### src/rtl/hbf_pkg.sv
package hbf_pkg;

   // Field and datapath widths
   localparam int POS_W      = 32;
   localparam int BOX_W      = 31;
   localparam int OUT_W      = 48;
   localparam int MAG_W      = 47;
   localparam int R2_W       = 64;
   localparam int ROOT_W     = 32;
   localparam int QUO_W      = 48;
   localparam int WIDE_W     = 80;
   localparam int CSR_IDX_W  = 3;
   localparam int CSR_DATA_W = 32;

   // Iterative unit depths: one result bit per stage
   localparam int SQRT_STAGES = ROOT_W;
   localparam int DIV_STAGES  = QUO_W;

   localparam int NUM_TYPES_DEF = 2;

   // Register indexes
   localparam logic [CSR_IDX_W-1:0] CSR_BOX_X     = 3'd0;
   localparam logic [CSR_IDX_W-1:0] CSR_BOX_Y     = 3'd1;
   localparam logic [CSR_IDX_W-1:0] CSR_BOX_Z     = 3'd2;
   localparam logic [CSR_IDX_W-1:0] CSR_TYPE_BASE = 3'd3;

   // Reset values
   localparam logic [BOX_W-1:0]        BOX_RST = 31'd655360;
   localparam logic signed [POS_W-1:0] K_RST   = 32'sd0;
   localparam logic signed [POS_W-1:0] R0_RST  = 32'sd65536;

   localparam logic [MAG_W-1:0] MAG_MAX = '1;

   // Data that rides along with a bond through the pipeline
   typedef struct packed {
      logic signed [POS_W-1:0] dx;
      logic signed [POS_W-1:0] dy;
      logic signed [POS_W-1:0] dz;
      logic signed [POS_W-1:0] k;
      logic signed [POS_W-1:0] r0;
      logic signed [33:0]      dr;
      logic                    zero;
   } side_type;

   // Clamp a shifted magnitude to the largest 47 bit value
   function automatic logic [MAG_W-1:0] sat_mag(input logic [WIDE_W-1:0] v);
      return (|v[WIDE_W-1:MAG_W]) ? MAG_MAX : v[MAG_W-1:0];
   endfunction

   // Magnitude of a 32 bit signed value
   function automatic logic [POS_W-1:0] abs32(input logic signed [POS_W-1:0] v);
      return v[POS_W-1] ? POS_W'(-v) : POS_W'(v);
   endfunction

   // Displacement with one minimum-image wrap, clamped to 32 bits
   function automatic logic signed [POS_W-1:0] wrap_axis(
      input logic signed [POS_W-1:0] a,
      input logic signed [POS_W-1:0] b,
      input logic [BOX_W-1:0]        len
   );
      logic signed [34:0] diff;
      logic signed [34:0] len_s;
      logic signed [34:0] d;
      diff  = 35'(b) - 35'(a);
      len_s = signed'({4'b0, len});
      if ((diff <<< 1) >= len_s) begin
         d = diff - len_s;
      end else if ((diff <<< 1) < -len_s) begin
         d = diff + len_s;
      end else begin
         d = diff;
      end
      if (d > 35'sd2147483647) begin
         return 32'sh7FFF_FFFF;
      end else if (d < -35'sd2147483648) begin
         return 32'sh8000_0000;
      end
      return d[POS_W-1:0];
   endfunction

endpackage

### src/rtl/hbf_sqrt.sv
module hbf_sqrt (
   input  logic                       clock,
   input  logic                       en,
   input  logic [hbf_pkg::R2_W-1:0]   radicand,
   output logic [hbf_pkg::ROOT_W-1:0] root
);
   import hbf_pkg::*;

   logic [R2_W-1:0] rem_ff [SQRT_STAGES];
   logic [R2_W-1:0] res_ff [SQRT_STAGES];

   // One root bit per stage, bit weight fixed by stage position
   for (genvar k = 0; k < SQRT_STAGES; k++) begin : g_stage
      logic [R2_W-1:0] rem_prev;
      logic [R2_W-1:0] res_prev;
      logic [R2_W-1:0] bitv;
      logic [R2_W-1:0] trial;
      logic [R2_W-1:0] rem_in;
      logic [R2_W-1:0] res_in;

      if (k == 0) begin : g_first
         assign rem_prev = radicand;
         assign res_prev = '0;
      end else begin : g_next
         assign rem_prev = rem_ff[k-1];
         assign res_prev = res_ff[k-1];
      end

      assign bitv  = R2_W'(1) << (R2_W - 2 - 2 * k);
      assign trial = res_prev + bitv;

      always_comb begin
         if (rem_prev >= trial) begin
            rem_in = rem_prev - trial;
            res_in = (res_prev >> 1) + bitv;
         end else begin
            rem_in = rem_prev;
            res_in = res_prev >> 1;
         end
      end

      always_ff @(posedge clock) begin
         if (en) begin
            rem_ff[k] <= rem_in;
            res_ff[k] <= res_in;
         end
      end
   end

   assign root = res_ff[SQRT_STAGES-1][ROOT_W-1:0];

endmodule

### config.mk
export PLATFORM = sky130hd
export DESIGN_NAME = hbf_sqrt
export DESIGN_NICKNAME = d
export VERILOG_FILES = /design/src/rtl/hbf_pkg.sv /design/src/rtl/hbf_sqrt.sv
export SDC_FILE = /design/constraint.sdc
export NUM_CORES = 2
export LEC_CHECK = 0
export BUFFER_PORTS_ARGS = -buffer_cell sky130_fd_sc_hd__buf_2
export CAP_MARGIN = 20
export CORE_MARGIN = 2
export CORE_UTILIZATION = 50
export DETAILED_ROUTE_END_ITERATION = 16
export GPL_TIMING_DRIVEN = 0
export HOLD_SLACK_MARGIN = 0.06
export PLACE_DENSITY_LB_ADDON = 0.3
export SYNTH_ARGS = -nofsm -noshare
export SYNTH_HDL_FRONTEND = slang
export SYNTH_SLANG_ARGS = --single-unit
### constraint.sdc
create_clock -name clock -period 5.57 [get_ports clock]
set_input_delay 0 -clock clock [delete_from_list [all_inputs] [get_ports clock]]
set_output_delay 0 -clock clock [all_outputs]
set_load 0.02 [all_outputs]
Word level (Yosys, flattened, before mapping)

Memory sizes are Yosys's and may differ from the RTL's.
Index checks and enable logic that the tools add are counted.

Memories: 2
Flip-flop bits (word level): 0
Bits in writable memories: 4096

$add $sub $neg: 94
$lt $le $gt $ge: 32
Mux-type cells: 66

Memory list:

| name   | depth | bits a word | read ports | clocked after memory_dff | wr ports | line           | source |
|---|---|---|---|---|---|---|---|
| rem_ff | 32    | 64          | 31         | 0                        | 32       | hbf_sqrt.sv:9  | `logic [R2_W-1:0] rem_ff [SQRT_STAGES];` |
| res_ff | 32    | 64          | 32         | 0                        | 32       | hbf_sqrt.sv:10 | `logic [R2_W-1:0] res_ff [SQRT_STAGES];` |

Operators with widths:

| operator                                        | count |
|---|---|
| 2-to-1 mux 64 bit                               | 63 |
| >= comparator 64 bit                            | 31 |
| subtractor 64 bit                               | 31 |
| adder 63 x 1 -> 64 bit (second input constant)  | 1 |
| adder 63 x 11 -> 64 bit (second input constant) | 1 |
| adder 63 x 13 -> 64 bit (second input constant) | 1 |
| adder 63 x 15 -> 64 bit (second input constant) | 1 |
| adder 63 x 17 -> 64 bit (second input constant) | 1 |
| adder 63 x 19 -> 64 bit (second input constant) | 1 |
| adder 63 x 21 -> 64 bit (second input constant) | 1 |
| adder 63 x 23 -> 64 bit (second input constant) | 1 |
| adder 63 x 25 -> 64 bit (second input constant) | 1 |
| adder 63 x 27 -> 64 bit (second input constant) | 1 |
| adder 63 x 29 -> 64 bit (second input constant) | 1 |
| adder 63 x 3 -> 64 bit (second input constant)  | 1 |
| adder 63 x 31 -> 64 bit (second input constant) | 1 |
| adder 63 x 33 -> 64 bit (second input constant) | 1 |
| adder 63 x 35 -> 64 bit (second input constant) | 1 |
| adder 63 x 37 -> 64 bit (second input constant) | 1 |
| adder 63 x 39 -> 64 bit (second input constant) | 1 |
| adder 63 x 41 -> 64 bit (second input constant) | 1 |
| adder 63 x 43 -> 64 bit (second input constant) | 1 |
| adder 63 x 45 -> 64 bit (second input constant) | 1 |
| adder 63 x 47 -> 64 bit (second input constant) | 1 |
| other kinds (45)                                | 46 |

Depth between registers and ports, before layout

An unclocked memory read counts as a cell.

Depth after elaboration: 4
Depth in mapped cells: 15
Gate-level depth less buffers: 13

Worst setup path after synthesis

Ideal clock, no wire load.

Path type: register to register
Start point: mem rem_ff[16][33] (netlist: rem_ff[1][33])
End point: mem rem_ff[17][37] (netlist: rem_ff[1][101]) (data pin)
Clock period less this slack: 3.557 ns
Data required time: 5.316 ns
Stages on the path, launching flop included: 12
Path slack: 2.013 ns
Arrival time: 3.303 ns
Cells stage by stage: edfxtp_1 ha_1 a21o_1 a2111oi_1 nor2_1 o41a_1 nor2_1 a21oi_1 or4_1 buf_2 buf_1 o21a_1

RTL lines:

| item               | line |
|---|---|
| start: declaration | hbf_sqrt.sv:9 |

==> run metrics <==
Crit path arrival time=slightly below 6 ns; WL/cell=22.6 µm; Placed Area=roughly 0.12 mm²; Pre-antenna DRT Iters=6; Syn Nets=between 10k and 15k; TritonCTS Buffers=284; met3 usage=~3.6%; critical path cell sequence=ha_1 > or4b_2 > nor4_1 > nand4_1 > and3_1 > nand2_1 > a21o_1 > clkbuf_1 > nand2b_1 > clkbuf_1 > nor2_1 > nand4_1 > xnor2_1; first-pass GRT wire length=approximately 450000 µm; Synth Flop Type=edfxtp_1; Worst path max stage delay=about 0.76 ns; Worst R2R End=rem_ff[1][763]; Worst Tran Pin Value=~1.1 ns; Skew-Pair Late Insertion Delay=about 0.97 ns; hold_sp=en; initial antenna violation count=20; f_max=between 150 and 200 MHz; fin util=about 57%; fillers=slightly below 20k; Seq cells post-synth=around 2.5k; Hold Slack=about 0.16 ns; Pins Over Slew Limit=0; Die Height=just under 500 µm; Layout Skew=between 0.09 and 0.1 ns; combinational group share of total power=21.0%; largest net degree at the start of global routing=roughly 190; Max Buffers Root-to-Sink=4; final WL=~300000 µm; Site Rows=roughly 180; R2R cell count=13; most common cell after layout, fill and taps aside=edfxtp_1; GR Util All Layers=about 24%; syn_area_per_cell=12.6 µm²; clk sinks=about 2.5k; Post-synth ARST share=0%; minimum clock period=5.13 ns; CP endpoint kind=register; RSZ-0062 raised after global routing=no; number of flops mapped to enable cells by yosys=between 2k and 3k; Post-Place Worst Slack=-0.0906 ns; power after layout=~56 mW; drt via density=5.79; Hold Path Stages=2; DP HPWL=between 200000 and 250000 µm; Vias=77.7k; H-tree levels=5; Final GP Congestion=between 0.9 and 1; VDD IR max=between 300 and 400 µV; Placed Cells incl. Taps=roughly 13k; share of cells above drive strength 1=approximately 6.8%; drc violations=0; M2 GR Usage=about two fifths; TritonCTS clock tree=done; number of global-route vias before repair=75.6k; Initial Utilization=~50%; synth unique cells=97; Crit path required time=approximately 6.3 ns; GR peak layer=met2; met1 usage=approximately a third; flop-to-flop setup slack=roughly 0.44 ns; setup violators final=0; Hold Vio Cnt, Final=0; worst setup margin=~0.44 ns; commonest cells after routing, fill and taps aside=edfxtp_1, inv_1, nor2_1; total grt overflow=0; max_slew headroom=about a quarter; I/O pins=between 90 and 100; Core Region=between 0.2 and 0.25 mm²; clock share of power=roughly 33%; Post-Synthesis Cell Area=between 0.1 and 0.15 mm²; Synth-to-Final Area Change=12.7%; leak pwr=a little over 50 nW; part of the power in registers=a little under half; crit start category=register; switching power=16.4 mW; root buf cell=clkbuf_16; CP max-delay cell=or4b_2; setup TNS=0 ns; Yosys warning count=0; die width=~490 µm; critical path class=reg -> reg; Cells after Synth=9507; reg2reg start=rem_ff[1][676]; Seq/Total Area, Yosys=62.8%; Max FO, Critical Path=10; Worst Hold Class=in -> reg; fin crit share=between 90 and 100%; run status=completed; DRT iter0 DRCs=approximately 7.7k; Non-Filler Instances=~13k; CTS clock-pin slew for the worst setup and hold paths=approximately 0.06 ns; Int Power=slightly below 40 mW; post-route ant nets=0; Nets=approximately 11k; PD cells=around 410 mW/mm²; WHS Endpoint=rem_ff[1][119]; Net Sw Frac=29.2%; die area=roughly 0.24 mm²; Max Cap Viol=0; post-route cell area=0.135 mm²; I/O Buffers=between 90 and 100
-- synthesized netlist by cell type (12+ instances only) --
| library cell | number | area (µm²) |
|---|---|---|
| nor3_1 | 254 | 1270 |
| and3_1 | 46 | 288 |
| nor4_1 | 348 | 2180 |
| and2_1 | 26 | 163 |
| o21bai_1 | 49 | 368 |
| a31oi_1 | 50 | 313 |
| edfxtp_1 | 2512 | 75400 |
| a21oi_1 | 634 | 3170 |
| o2111ai_1 | 16 | 140 |
| mux2_2 | 96 | 1080 |
| ha_1 | 558 | 6980 |
| a2111oi_0 | 13 | 114 |
| nand3b_1 | 34 | 255 |
| clkbuf_1 | 160 | 601 |
| and4_1 | 18 | 158 |
| o21ai_0 | 400 | 2000 |
| nor2_1 | 670 | 2510 |
| buf_1 | 16 | 60.1 |
| a211oi_1 | 39 | 293 |
| a21boi_0 | 23 | 173 |
| or3_1 | 88 | 551 |
| or4_1 | 68 | 510 |
| nand2_1 | 579 | 2170 |
| o221ai_1 | 12 | 105 |
| nand4b_1 | 27 | 236 |
| nor4b_1 | 44 | 385 |
| xnor2_1 | 488 | 4270 |
| nor2b_1 | 71 | 444 |
| nand3_1 | 147 | 736 |
| a211o_1 | 17 | 149 |
| a21o_1 | 249 | 1870 |
| nand4_1 | 157 | 982 |
| nor3b_1 | 25 | 188 |
| o31ai_1 | 33 | 248 |
| or2_2 | 36 | 225 |
| o21a_1 | 100 | 751 |
| inv_1 | 686 | 2570 |
| xor2_1 | 398 | 3490 |
| o211ai_1 | 41 | 308 |
| nand2b_1 | 108 | 676 |
-- sequential cells by signal, indices dropped and copies added, names as in the netlist --
name / cells
res_ff: 528
rem_ff: 1984
-- critical path, delay by kind of cell, from the launching register on --
kind | cells | cell delay [ns]
simple gates | 8 | 2.98
buf+inv | 2 | 0.77
flops | 1 | 0.43
fa+ha+maj | 1 | 0.43
xor+xnor | 1 | 0.22
compound gates | 1 | 0.08
-- routing by layer --
layer	part of all wire (%)	wire [µm]	vias up
met5	0.0066	20	-
li1	-	-	36700
met4	2.0	6050	4
met3	6.0	18100	364
met1	45	135000	38300
met2	47	143000	2319
-- power groups by stage --
stage	registers (mW)	clock network, mW	logic [mW]
5_1_grt	26.3	19.4	13.1
2_1_floorplan	25.4	0	8.52
4_1_cts	26.1	18.6	11.7
3_5_place_dp	26.4	0	11.5
3_3_place_gp	27.9	0	11.4
6_report	26.1	18.3	11.8
-- worst max-delay path by stage --
stage / depth (start not counted) / end / startpoint
finish: 13 / rem_ff[1][763] / rem_ff[1][676]
global route: 9 / res_ff[1][857] / en
detailed placement: 8 / res_ff[1][961] / en
CTS: 14 / rem_ff[1][694] / res_ff[1][607]
global placement: 1 / res_ff[1][961] / en
floorplan: 11 / rem_ff[1][101] / rem_ff[1][33]
-- repair_timing --
item,in CTS,in global routing
endpoints found under the setup margin,0,187
hold buffers,131,0
resized for setup,0,2
hold endpoints to repair,287,0
buffers inserted,0,0
-- layout make-up --
type	count	area, µm²	share of cell area [%]
inverters	689	2590	1.91
clock buffers	332	7350	5.43
clock inverters	153	1610	1.19
plain buffers	186	719	0.532
diodes	6	15.0	0.0111
flip-flops and latches	2512	75400	55.7
multi-input cells	6120	41300	30.5
well taps	3167	3960	2.93
repair buffers	256	2310	1.71
-- logic make-up after synthesis --
logic type	share of synthesized area, %
AOI/OAI and AO/OA	9.25
xor gates and xnor gates	6.46
adders and majority gates	5.82
buffers and inverters	2.75
DFF	62.8
muxes	0.934
and+or+nand+nor	11.9
Note: power is estimated with default switching activity, not from simulation.
